$ cat config.mk
export PLATFORM = sky130hd
export DESIGN_NAME = rsvm_div
export DESIGN_NICKNAME = d
export VERILOG_FILES = /design/src/rtl/core/rsvm_pkg.sv /design/src/rtl/core/rsvm_div.sv
export SDC_FILE = /design/constraint.sdc
export NUM_CORES = 1
export LEC_CHECK = 0
export BUFFER_PORTS_ARGS = -buffer_cell sky130_fd_sc_hd__buf_2
export CORE_ASPECT_RATIO = 1.4
export CORE_MARGIN = 5
export CORE_UTILIZATION = 59
export CTS_CLUSTER_DIAMETER = 80
export CTS_CLUSTER_SIZE = 30
export DETAILED_ROUTE_END_ITERATION = 6
export GPL_ROUTABILITY_DRIVEN = 0
export PLACE_DENSITY = 0.81
export SLEW_MARGIN = 20
export SYNTH_ARGS = -nofsm -noshare
export SYNTH_HDL_FRONTEND = slang
export SYNTH_SLANG_ARGS = --single-unit
$ cat constraint.sdc
create_clock -name aclk -period 5.2 [get_ports aclk]
set_clock_uncertainty 0.1 [all_clocks]
set_input_delay 0.26 -clock aclk [delete_from_list [all_inputs] [get_ports aclk]]
set_output_delay 0.26 -clock aclk [all_outputs]
set_load 0.02 [all_outputs]
$ cat src/rtl/core/rsvm_pkg.sv
// Package for the register-stack VM core: widths, opcodes, request and status codes.
// No dependencies.
`timescale 1ns / 1ps
package rsvm_pkg;
    localparam int MEM_WORDS_DEF = 512;
    localparam int REG_COUNT_DEF = 32;
    localparam int WORD_W = 32;
    localparam int REG_AW = 5;
    localparam int CFG_W = 10;
    localparam int LOAD_AW = 9;

    localparam logic [REG_AW-1:0] R_IP = 5'd0;
    localparam logic [REG_AW-1:0] R_RP = 5'd29;
    localparam logic [REG_AW-1:0] R_FP = 5'd30;
    localparam logic [REG_AW-1:0] R_SP = 5'd31;

    typedef enum logic [1:0] {
        REQ_LOAD = 2'd0, REQ_RESTART = 2'd1, REQ_STEP = 2'd2, REQ_NONE = 2'd3
    } req_t;

    typedef enum logic [1:0] {
        ST_DONE = 2'd0, ST_HALT = 2'd1, ST_ERROR = 2'd2
    } status_t;

    typedef enum logic [2:0] {
        ERR_NONE = 3'd0, ERR_FETCH = 3'd1, ERR_REG = 3'd2, ERR_OPCODE = 3'd3,
        ERR_DATA = 3'd4, ERR_STACK = 3'd5, ERR_DIV0 = 3'd6
    } err_t;

    localparam logic [WORD_W-1:0] OP_MOVI = 32'd1;
    localparam logic [WORD_W-1:0] OP_MOV  = 32'd2;
    localparam logic [WORD_W-1:0] OP_ADD  = 32'd3;
    localparam logic [WORD_W-1:0] OP_SUB  = 32'd4;
    localparam logic [WORD_W-1:0] OP_MUL  = 32'd5;
    localparam logic [WORD_W-1:0] OP_IDIV = 32'd6;
    localparam logic [WORD_W-1:0] OP_JMP  = 32'd7;
    localparam logic [WORD_W-1:0] OP_JNZ  = 32'd8;
    localparam logic [WORD_W-1:0] OP_OUT  = 32'd9;
    localparam logic [WORD_W-1:0] OP_HALT = 32'd10;
    localparam logic [WORD_W-1:0] OP_LD   = 32'd11;
    localparam logic [WORD_W-1:0] OP_ST   = 32'd12;
    localparam logic [WORD_W-1:0] OP_JAL  = 32'd13;
    localparam logic [WORD_W-1:0] OP_RET  = 32'd14;
    localparam logic [WORD_W-1:0] OP_PUSH = 32'd15;
    localparam logic [WORD_W-1:0] OP_POP  = 32'd16;
    localparam logic [WORD_W-1:0] OP_LDLO = 32'd17;
    localparam logic [WORD_W-1:0] OP_STLO = 32'd18;

    typedef enum logic [4:0] {
        S_IDLE, S_FETCH_OP, S_OP_WAIT, S_FETCH_A, S_A_WAIT, S_FETCH_B, S_B_WAIT,
        S_REG_A, S_REG_A_WAIT, S_REG_B, S_REG_B_WAIT, S_EXEC, S_DIV, S_MEM_WAIT,
        S_WRITE, S_RESP
    } state_t;
endpackage

$ cat src/rtl/core/rsvm_div.sv
// Iterative signed divider, one quotient bit per cycle, truncating toward zero.
// Depends on rsvm_pkg.
`timescale 1ns / 1ps
module rsvm_div (
    input  logic                      aclk,
    input  logic                      aresetn,
    input  logic                      start,
    input  logic [rsvm_pkg::WORD_W-1:0] dividend,
    input  logic [rsvm_pkg::WORD_W-1:0] divisor,
    output logic                      done,
    output logic [rsvm_pkg::WORD_W-1:0] quotient
);
    import rsvm_pkg::*;

    logic [WORD_W-1:0] rem_reg, quo_reg, den_reg;
    logic [5:0]        cnt_reg;
    logic              busy_reg, neg_reg, done_reg;
    logic [WORD_W:0]   trial;
    logic [WORD_W-1:0] rem_shift;

    assign rem_shift = {rem_reg[WORD_W-2:0], quo_reg[WORD_W-1]};
    assign trial = {1'b0, rem_shift} - {1'b0, den_reg};

    always_ff @(posedge aclk) begin
        if (!aresetn) begin
            busy_reg <= 1'b0;
            done_reg <= 1'b0;
            cnt_reg  <= '0;
        end else begin
            if (start) begin
                busy_reg <= 1'b1;
                done_reg <= 1'b0;
                cnt_reg  <= 6'(WORD_W);
                rem_reg  <= '0;
                quo_reg  <= dividend[WORD_W-1] ? -dividend : dividend;
                den_reg  <= divisor[WORD_W-1] ? -divisor : divisor;
                neg_reg  <= dividend[WORD_W-1] ^ divisor[WORD_W-1];
            end else if (busy_reg) begin
                if (trial[WORD_W]) begin
                    rem_reg <= rem_shift;
                    quo_reg <= {quo_reg[WORD_W-2:0], 1'b0};
                end else begin
                    rem_reg <= trial[WORD_W-1:0];
                    quo_reg <= {quo_reg[WORD_W-2:0], 1'b1};
                end
                cnt_reg <= cnt_reg - 6'd1;
                done_reg <= (cnt_reg == 6'd1);
                if (cnt_reg == 6'd1) begin
                    busy_reg <= 1'b0;
                end
            end else begin
                done_reg <= 1'b0;
            end
        end
    end

    assign done = done_reg;
    assign quotient = neg_reg ? -quo_reg : quo_reg;

    assert property (@(posedge aclk) disable iff (!aresetn) busy_reg |-> !start)
        else $error("divider restarted while busy");
endmodule

=== After elaboration in Yosys (flattened, before gate mapping) ===
Index checks and enable logic that the tools add are counted.

* Multiplexer cells: 13
* Bitwise logic cells: 3
* Reductions and logical operators: 5
* $add $sub $neg: 5
* Eq/ne operators: 1

{| class="wikitable"
|+ Operator list
! operator !! count
|-
| two-way mux 32 bit || 4
|-
| negator 32 bit || 3
|-
| two-way mux 31 bit || 3
|-
| subtractor 32 x 32 -> 33 bit || 1
|-
| two-way mux 6 bit || 2
|-
| equality test 6 x 1 -> 1 bit, second input constant || 1
|-
| subtractor 6 x 1 -> 6 bit, second input constant || 1
|-
| two-way mux 1 bit || 4
|-
| AND reduction 2 bit || 2
|-
| OR reduction 3 bit || 1
|-
| inverter 1 bit || 2
|-
| nonzero test 2 bit || 1
|-
| OR reduction 2 bit || 1
|-
| bitwise XOR 1 bit || 1
|}

* Logic and storage cells: 36
* Bits of input ports: 67
* Flip-flop bits (word level): 104
* Output and inout port bits: 33

=== Logic depth before layout (Yosys ltp) ===
Gate-level depths: netlist of the first run.

* Depth in word-level cells: 4
* Depth in mapped cells: 13

=== Worst setup path after synthesis of the first run ===
Ideal clock, no wire load.

* Path type: register to output
* From: reg quo_reg[6]
* To: out quotient[28] (netlist bit)
* Arrival time: 3.762 ns
* Required time: 4.840 ns
* Setup slack: 1.078 ns
* Stages on the path, launching flop included: 10
* Buffers on the path: 0
* Cell sequence: edfxtp_1 or4_4 or2_1 or4_4 or3_1 or4_4 or4_4 or4_4 o21ai_2 xnor2_1

* Longest elaborated chain between the ends: 2

{| class="wikitable"
|+ Ends and longest elaborated chain
! item !! RTL line !! source
|-
| start: declaration || rsvm_div.sv:15 || <nowiki>logic [WORD_W-1:0] rem_reg, quo_reg, den_reg;</nowiki>
|-
| start signal: assignment || rsvm_div.sv:35 || <nowiki>quo_reg <= dividend[WORD_W-1] ? -dividend : dividend;</nowiki>
|-
| start signal: assignment || rsvm_div.sv:41 || <nowiki>quo_reg <= {quo_reg[WORD_W-2:0], 1'b0};</nowiki>
|-
| start signal: assignment || rsvm_div.sv:44 || <nowiki>quo_reg <= {quo_reg[WORD_W-2:0], 1'b1};</nowiki>
|-
| negator 32 bit || rsvm_div.sv:58 || <nowiki>assign quotient = neg_reg ? -quo_reg : quo_reg;</nowiki>
|-
| two-way mux 32 bit || rsvm_div.sv:58 ||
|-
| end: declaration || rsvm_div.sv:11 || <nowiki>output logic [rsvm_pkg::WORD_W-1:0] quotient</nowiki>
|}

Every way passes these cells.

=== Worst setup path in the final report of the first run ===
* From: reg quo_reg[6]
* To: out quotient[30] (netlist bit)

Same word-level chain as after synthesis.

==> results of run 1 <==
## synth_stat cells, drive strengths merged (2+ instances only)
library cell and n:
or3 14, nand2b 13, clkbuf 23, o21bai 4, or2 6, a21o 10
buf 3, o21ai 47, dfxtp 8, nand4 2, nor4b 2, and2 2
nor2b 7, ha 37, or4 22, nor2 72, nor3 10, a21oi 62
mux2i 18, xor2 39, nand2 68, a211o 2, nor4 2, inv 53
a211oi 7, xnor2 78, nand3 9, a21boi 5, edfxtp 96, o21a 6
a31oi 6, and3 3, mux2 5, o31ai 28, o41ai 10
## metrics by stage
step / util, % / hold WS, ns / instances
2_1_floorplan: - / 0.259 / 798
3_3_place_gp: 65.6 / 0.365 / 1028
3_5_place_dp: 65.6 / 0.375 / 1028
4_1_cts: 67.8 / 0.0195 / 1044
5_1_grt: 67.8 / 0.0289 / 1044
6_report: 67.8 / 0.0339 / 1044
## worst max-delay path by stage
| stage | slack [ns] | start | to | cells past startpoint |
|---|---|---|---|---|
| 2_1_floorplan | 1.08 | quo_reg[6] | quotient[28] | 9 |
| 3_3_place_gp | 0.89 | quo_reg[6] | quotient[30] | 10 |
| 3_5_place_dp | 0.87 | quo_reg[6] | quotient[30] | 10 |
| 4_1_cts | 0.47 | quo_reg[6] | quotient[30] | 10 |
| 5_1_grt | 0.30 | quo_reg[6] | quotient[31] | 10 |
| 6_report | 0.49 | quo_reg[6] | quotient[30] | 10 |
## worst register-to-register path, delay by kind of cell (launching register included)
kind,cells,cell delay (ns)
flip-flops,1,0.42
multiplexers,1,0.28
AO/OA/AOI/OAI,4,0.98
adder cells (fa/ha/maj),2,0.62
buffers and inverters,2,0.37
AND/OR/NAND/NOR,3,0.73
## layer usage
| layer | track usage [%] | up-vias |
|---|---|---|
| met3 | 4.13 | 15 |
| li1 | - | 3073 |
| met4 | 5.94 | 0 |
| met1 | 27.3 | 2863 |
| met2 | 42.2 | 167 |
| met5 | 0 | - |
## cell families after synthesis
kind of cell | Yosys count | share of synthesized area [%]
AO/OA/AOI/OAI | 201 | 16.9
multiplexers | 23 | 3.14
flip-flops | 104 | 40.5
XOR/XNOR | 117 | 13.6
buffers and inverters | 79 | 3.99
adder cells (fa/ha/maj) | 38 | 6.42
AND/OR/NAND/NOR | 236 | 15.5
## power by group through the flow
stage	sequential, W	clock [W]	combinational, W
CTS	0.00105	0.000626	0.000707
global route	0.00106	0.000663	0.000789
global placement	0.00107	0	0.000688
floorplan	0.00105	0	0.000522
detailed placement	0.00107	0	0.000699
finish	0.00105	0.000615	0.000707
## final cells by class
cell class,count,share of cell area (%)
Clock buffer,11,2.76
Inverter,53,2.36
Tap cell,150,2.23
Clock inverter,5,0.401
Timing Repair Buffer,106,6.51
Sequential cell,104,36.1
Multi-Input combinational cell,615,49.6
==> results.py, run 1 <==
metrics = {
    "run_status": {
        "status": "finished, final reports clean",
    },
    "run": {
        "max_cap_viol_count": 0,
    },
    "cts": {
        "cts_tree": "built",
        "cts_max_level": 3,
        "cts_resized": 0,
        "clock_latency_ns": 0.34,
        "clk_path_buf_depth": 2,
        "hold_buffers": 0,
        "cts_setup_buffers": 0,
        "cts-buffers-inserted": 9,
        "path_clk_slew_ns": 0.07,
        "clock-sinks": 104,
        "clock-root-buffer": "clkbuf_16",
    },
    "floorplanning": {
        "die-area_sq_mm": 0.0151,
        "core_sq_mm": 0.0124,
        "io_pins": 100,
        "die_y_um": 144,
        "die_w_um": 105,
        "start_util_pct": 60.5,
        "rows": 48,
    },
    "global_route": {
        "grt_pass1_vias": 6041,
        "grt_pass1_wl_um": 28200,
        "antenna_found_initial": 0,
        "grt_usage_pct": 22.8,
        "overflow": 0,
        "grt_start_max_net_pins": 95,
    },
    "synth": {
        "synth_area_sq_mm": 0.00752,
        "synth_top_area_share_pct": 38.3,
        "synth-edff-count": 96,
        "ys_seq_area_share_pct": 40.5,
        "synth_area_leaders": "edfxtp_1, xnor2_1, ha_1, xor2_1, a21oi_1",
        "syn_avg_cell_area_sq_um": 9.42,
        "yosys.area.top_type": "edfxtp_1",
        "ys_seq_elements": 104,
        "async_reset_ff_share_pct": 0,
        "syn-num-nets": 903,
        "ys_warn_count": 0,
        "syn_inst": 798,
        "ys_types": 58,
        "synth_flop_cell": "edfxtp_1",
    },
    "power": {
        "p_seq_share_pct": 44.3,
        "p_clk_share_pct": 25.9,
        "p_leak_nw": 3.33,
        "ir_drop_v": 0.000170,
        "totalPowerFinal_w": 0.00237,
        "power_frac_comb_pct": 29.8,
        "p_per_area_mw_per_mm2": 282,
        "swShare_pct": 31.8,
        "internal_power_w": 0.00162,
        "p_sw_w": 0.000755,
    },
    "critical_path": {
        "cp_top_family": "simple AND/OR/NAND/NOR gates",
        "critPathMaxFanout": 4,
        "r2r_cells": 12,
        "critPathMaxStageDelay_ns": 0.57,
        "crit_chain": "or4_4 > or2_1 > or4_4 > or3_1 > or4_4 > or4_4 > or4_4 > o21ai_2 > xnor2_1 > buf_2",
        "rrSetupSlack_ns": 1.41,
        "endpoint_kind": "output port",
        "cp_num_buf_inv": 1,
        "path_common_cell": "or4_4",
        "required_ns": 4.84,
        "start_kind": "flip-flop",
        "arrival_ns": 4.35,
        "r2r-start": "quo_reg[31]",
        "reg2reg_to": "rem_reg[16]",
        "crit_type": "flip-flop to output port",
        "cp_slowest_cell": "or4_4",
    },
    "worst_hold_path": {
        "hold_path_depth": 1,
        "holdCritStartpoint": "divisor[0]",
        "min_path_type": "input pin to flip-flop",
        "min_to": "den_reg[0]",
    },
    "drt": {
        "wl_per_cell_um": 16.1,
        "dr_total_vias": 6118,
        "met2_length_um": 8860,
        "post_drt_via_cell_ratio": 5.86,
        "drt-initial-drc-count": 313,
        "wl_um": 16800,
        "wl_met1_um": 6830,
        "ant_nets": 0,
        "top_layer": "met4",
        "firstDrtPassIters": 5,
        "drc_errors": 0,
        "wl_met3_um": 931,
    },
    "place": {
        "place.port_buffers": 99,
        "post-place-ws_ns": 0.865,
        "dp_hpwl_um": 12700,
        "placed_cell_area_sq_mm": 0.00816,
    },
    "layout": {
        "syn_to_final_growth_pct": 12.0,
        "final-seq-area_sq_mm": 0.00304,
        "diodes": 0,
        "final.fill_count": 979,
        "nets": 994,
        "final_common_cell": "buf_2",
        "final_cell_mix": "buf_2, edfxtp_1, xnor2_1",
        "finalInstanceArea_sq_mm": 0.00842,
        "multi_input_area_sq_mm": 0.00418,
        "drive_above_1_share_pct": 15.3,
    },
    "timing": {
        "setup_ws_ns": 0.495,
        "min_period_ns": 4.71,
        "rsz0062_at_grt": "no",
        "slew_headroom_pct": 26.4,
        "setup-violations-final": 0,
        "setup-tns-final_ns": 0,
        "hold_violations": 0,
        "tightest_slew_ns": 1.10,
        "max_freq_ghz": 0.213,
        "post-route-period-util_pct": 90.5,
        "finalMaxSlewViolations": 0,
    },
}
Note: power is estimated with default switching activity, not from simulation.
==> inputs of run 2 (changes only) <==
Settings changed: PLACE_DENSITY 0.81 to 0.92.
==> run 2 against run 1 <==
  * Via count up 2.9%
  * Sequential power hardly changed
  * Core utilization stayed put
  * Clock-buffer cell count is the same
  * Non-clock buffer count unchanged
  * Global-route usage increased by 0.66 points
  * Largest cell class unchanged
  * Largest power group unchanged
==> results.py, run 2 (synthesized netlist as in run 1, its figures left out) <==
metrics = {
    "layout": {
        "nets": 994,
        "diodes": 0,
        "final-seq-area_sq_mm": 0.00304,
        "multi_input_area_sq_mm": 0.00418,
        "finalInstanceArea_sq_mm": 0.00842,
        "syn_to_final_growth_pct": 12.0,
        "final.fill_count": 934,
        "final_common_cell": "buf_2",
        "final_cell_mix": "buf_2, edfxtp_1, xnor2_1",
        "drive_above_1_share_pct": 15.3,
        "post-route-util_pct": 67.8,
        "stdcell_count": 1044,
    },
    "place": {
        "post-place-ws_ns": 0.792,
        "placed_cell_area_sq_mm": 0.00816,
        "place.port_buffers": 99,
        "dp_hpwl_um": 13100,
        "dp.cells": 1028,
    },
    "drt": {
        "dr_total_vias": 6295,
        "drc_errors": 0,
        "wl_per_cell_um": 16.7,
        "post_drt_via_cell_ratio": 6.03,
        "drt-initial-drc-count": 330,
        "wl_um": 17500,
        "ant_nets": 0,
        "firstDrtPassIters": 5,
    },
    "floorplanning": {
        "io_pins": 100,
        "core_sq_mm": 0.0124,
        "die_w_um": 105,
        "start_util_pct": 60.5,
        "die_y_um": 144,
        "die-area_sq_mm": 0.0151,
        "rows": 48,
    },
    "global_route": {
        "grt_pass1_vias": 6334,
        "overflow": 0,
        "antenna_found_initial": 0,
        "grt_pass1_wl_um": 28700,
        "grt_start_max_net_pins": 95,
        "grt_usage_pct": 23.5,
    },
    "run_status": {
        "status": "finished, final reports clean",
    },
    "cts": {
        "cts_resized": 0,
        "cts-buffers-inserted": 9,
        "clk_path_buf_depth": 2,
        "cts_tree": "built",
        "path_clk_slew_ns": 0.07,
        "cts_max_level": 3,
        "cts_setup_buffers": 0,
        "clock-root-buffer": "clkbuf_16",
        "hold_buffers": 0,
        "clock_latency_ns": 0.35,
        "clock-sinks": 104,
    },
    "power": {
        "ir_drop_v": 0.000158,
        "p_leak_nw": 3.33,
        "p_per_area_mw_per_mm2": 284,
    },
    "timing": {
        "post-route-period-util_pct": 92.5,
        "hold_violations": 0,
        "max_freq_ghz": 0.208,
        "setup_ws_ns": 0.391,
        "setup-violations-final": 0,
        "tightest_slew_ns": 1.03,
        "setup-tns-final_ns": 0,
        "slew_headroom_pct": 31.0,
        "finalMaxSlewViolations": 0,
        "min_period_ns": 4.81,
        "rsz0062_at_grt": "no",
    },
    "critical_path": {
        "start_kind": "flip-flop",
        "critPathMaxFanout": 4,
        "crit_type": "flip-flop to output port",
        "endpoint_kind": "output port",
        "r2r_cells": 10,
        "required_ns": 4.84,
        "arrival_ns": 4.45,
    },
    "worst_hold_path": {
        "hold_path_depth": 1,
        "min_path_type": "input pin to flip-flop",
    },
    "run": {
        "max_cap_viol_count": 0,
    },
}
run 2: report_power, final:
group	internal, W	total (W)	switching [W]	leakage [nW]
Sequential	0.00100	0.00105	0.0000495	0.979
Combinational	0.000293	0.000716	0.000423	2.23
Clock	0.000324	0.000627	0.000303	0.126
run 2: routing by layer:
layer  routed length (um)  GRT usage (%)  part of all wire [%]  up-vias
li1                     -              -                     -     3062
met1                 6590           25.9                    38     2952
met2                 9250           43.3                    53      235
met3                 1020           4.13                   5.8       46
met4                  611           11.7                   3.5        0
met5                    0              0                     0        -
run 2: cell type report:
cell class              count  area share, %
clock buffers              11           2.76
clock inverters             5          0.401
inverters                  53           2.36
multi-input cells         615           49.6
flip-flops and latches    104           36.1
well taps                 150           2.23
repair buffers            106           6.51
run 2: critical path, cell delays in order, from the launching register on:
cell and delay, ns:
edfxtp_1 0.46, or4_4 0.55, or2_1 0.23, or4_4 0.51
or3_1 0.39, or4_4 0.47, or4_4 0.51, or4_4 0.47
o21ai_2 0.14, xnor2_1 0.17, buf_2 0.21
run 2: final timing paths:
kind	slack [ns]	to	start
setup / recovery	0.39	quotient[30]	quo_reg[5]
hold / removal	0.01	den_reg[0]	divisor[0]
setup reg to reg	1.29	rem_reg[13]	rem_reg[5]
hold reg to reg	0.40	cnt_reg[1]	cnt_reg[1]
run 2: through the flow:
stage / total power [W] / hold slack (ns)
floorplan: 0.00157 / 0.259
global placement: 0.00175 / 0.362
detailed placement: 0.00177 / 0.372
CTS: 0.00240 / 0.00660
global route: 0.00252 / 0.00830
finish: 0.00240 / 0.0141
==> inputs of run 3 (changes only) <==
Settings changed: CORE_UTILIZATION 59 to 53, PLACE_DENSITY 0.92 to 0.85.
Clock period 5.2 ns to 4.6 ns, I/O delays scaled along.
==> run 3 against run 2 <==
  * The run now ends with negative setup slack left
  * Die area increased by 10%
  * Clock power increased by 23%
  * Final cell count increased by 4.3%
  * Clock-buffer cell count increased by 1
  * Wire length increased by 0.41%
  * Critical endpoint is now quotient[28]
  * Highest routed layer unchanged
  * Core utilization decreased by 5.6 points
==> results.py, run 3 (synthesized netlist as in run 1, its figures left out) <==
metrics = {
    "run_status": {
        "violations": "negative setup slack",
        "status": "finished, violations left",
    },
    "floorplanning": {
        "start_util_pct": 54.1,
        "rows": 51,
        "die-area_sq_mm": 0.0167,
        "io_pins": 100,
        "core_sq_mm": 0.0139,
        "die_y_um": 151,
        "die_w_um": 111,
    },
    "global_route": {
        "overflow": 0,
        "grt_start_max_net_pins": 95,
        "grt_pass1_vias": 6136,
        "grt_pass1_wl_um": 28600,
        "antenna_found_initial": 0,
        "grt_usage_pct": 21.1,
    },
    "drt": {
        "drc_errors": 0,
        "firstDrtPassIters": 6,
        "wl_per_cell_um": 16.1,
        "post_drt_via_cell_ratio": 5.69,
        "drt-initial-drc-count": 286,
        "dr_total_vias": 6192,
        "wl_um": 17500,
        "ant_nets": 0,
    },
    "cts": {
        "cts-buffers-inserted": 9,
        "cts_max_level": 3,
        "clk_path_buf_depth": 2,
        "clock-root-buffer": "clkbuf_16",
        "clock-sinks": 104,
        "cts_tree": "built",
        "path_clk_slew_ns": 0.07,
        "clock_latency_ns": 0.35,
    },
    "run": {
        "max_cap_viol_count": 0,
    },
    "layout": {
        "final_cell_mix": "buf_2, edfxtp_1, xnor2_1",
        "finalInstanceArea_sq_mm": 0.00864,
        "nets": 1004,
        "final_common_cell": "buf_2",
        "drive_above_1_share_pct": 17.0,
        "post-route-util_pct": 62.1,
        "diodes": 0,
        "syn_to_final_growth_pct": 14.9,
    },
    "power": {
        "p_per_area_mw_per_mm2": 321,
        "ir_drop_v": 0.000171,
        "p_sw_w": 0.000882,
        "p_seq_share_pct": 42.8,
        "internal_power_w": 0.00189,
        "p_leak_nw": 3.43,
        "power_frac_comb_pct": 29.5,
        "p_clk_share_pct": 27.7,
        "swShare_pct": 31.8,
        "totalPowerFinal_w": 0.00278,
    },
    "place": {
        "placed_cell_area_sq_mm": 0.00822,
        "dp_hpwl_um": 13200,
        "place.port_buffers": 99,
    },
    "timing": {
        "setup_ws_ns": -0.0513,
        "post-route-period-util_pct": 101,
        "finalMaxSlewViolations": 0,
        "max_freq_ghz": 0.215,
        "hold_violations": 0,
        "rsz0062_at_grt": "yes",
        "tightest_slew_ns": 1.07,
        "slew_headroom_pct": 28.7,
        "setup-violations-final": 2,
        "min_period_ns": 4.65,
    },
    "critical_path": {
        "rrSetupSlack_ns": 0.74,
        "crit_path_start": "quo_reg[6]",
        "r2r-start": "quo_reg[31]",
        "crit_type": "flip-flop to output port",
        "arrival_ns": 4.32,
        "start_kind": "flip-flop",
        "endpoint_kind": "output port",
        "critPathMaxFanout": 3,
        "required_ns": 4.27,
    },
    "worst_hold_path": {
        "holdCritStartpoint": "aresetn",
        "min_path_type": "input pin to flip-flop",
    },
}
-- run 3: layout make-up --
class,count,area (sq um)
timing repair buffer,116,631
inverter,53,199
sequential,104,3040
fill,1202,5270
multi-input combinational,615,4240
tap,185,231
clock buffer,12,268
clock inverter,4,32.5
-- run 3: timing repair --
item | CTS | global route
endpoints found under the hold margin | 1 | 0
setup endpoints to repair | 3 | 5
gates resized for setup | 5 | 5
buffers inserted | 7 | 1
pin swaps | 2 | 2
hold buffers | 1 | 0
-- run 3: worst max-delay path, stage by stage (launching register included) --
cell      delay (ns)
edfxtp_1        0.39
or4_4           0.57
or2_1           0.24
or4_4           0.49
or3_4           0.38
or4_4           0.44
or4_4           0.50
or4_4           0.47
o21ai_4         0.16
xnor2_2         0.14
buf_4           0.17
-- run 3: power by group through the flow --
stage | Clock (W) | Combinational [W] | Sequential [W]
after detailed placement | 0 | 0.000802 | 0.00121
final | 0.000769 | 0.000820 | 0.00119
after global routing | 0.000823 | 0.000910 | 0.00120
after CTS | 0.000780 | 0.000819 | 0.00119
after floorplan | 0 | 0.000590 | 0.00119
after global placement | 0 | 0.000785 | 0.00120
-- run 3: worst paths after layout --
| check | endpoint | depth (start not counted) |
|---|---|---|
| hold / removal | cnt_reg[5] | 2 |
| setup reg to reg | rem_reg[4] | 12 |
| setup / recovery | quotient[28] | 10 |
| hold reg to reg | cnt_reg[1] | 2 |
-- run 3: per-layer routing --
| metal | GRT usage (%) | vias up | wire, um |
|---|---|---|---|
| met2 | 39.0 | 172 | 9140 |
| met1 | 24.0 | 2900 | 6940 |
| met4 | 9.80 | 0 | 661 |
| li1 | - | 3085 | - |
| met5 | 0 | - | 0 |
| met3 | 3.12 | 35 | 799 |
-- run 3: metrics by stage --
stage / setup slack [ns] / instances / hold WS, ns / setup TNS (ns)
finish: -0.0513 / 1089 / 0.0588 / -0.0997
global route: -0.122 / 1089 / 0.0504 / -0.413
CTS: -0.0310 / 1088 / 0.0467 / -0.0563
detailed placement: 0.228 / 1064 / 0.345 / 0
global placement: 0.257 / 1064 / 0.339 / 0
floorplan: 0.508 / 798 / 0.229 / 0
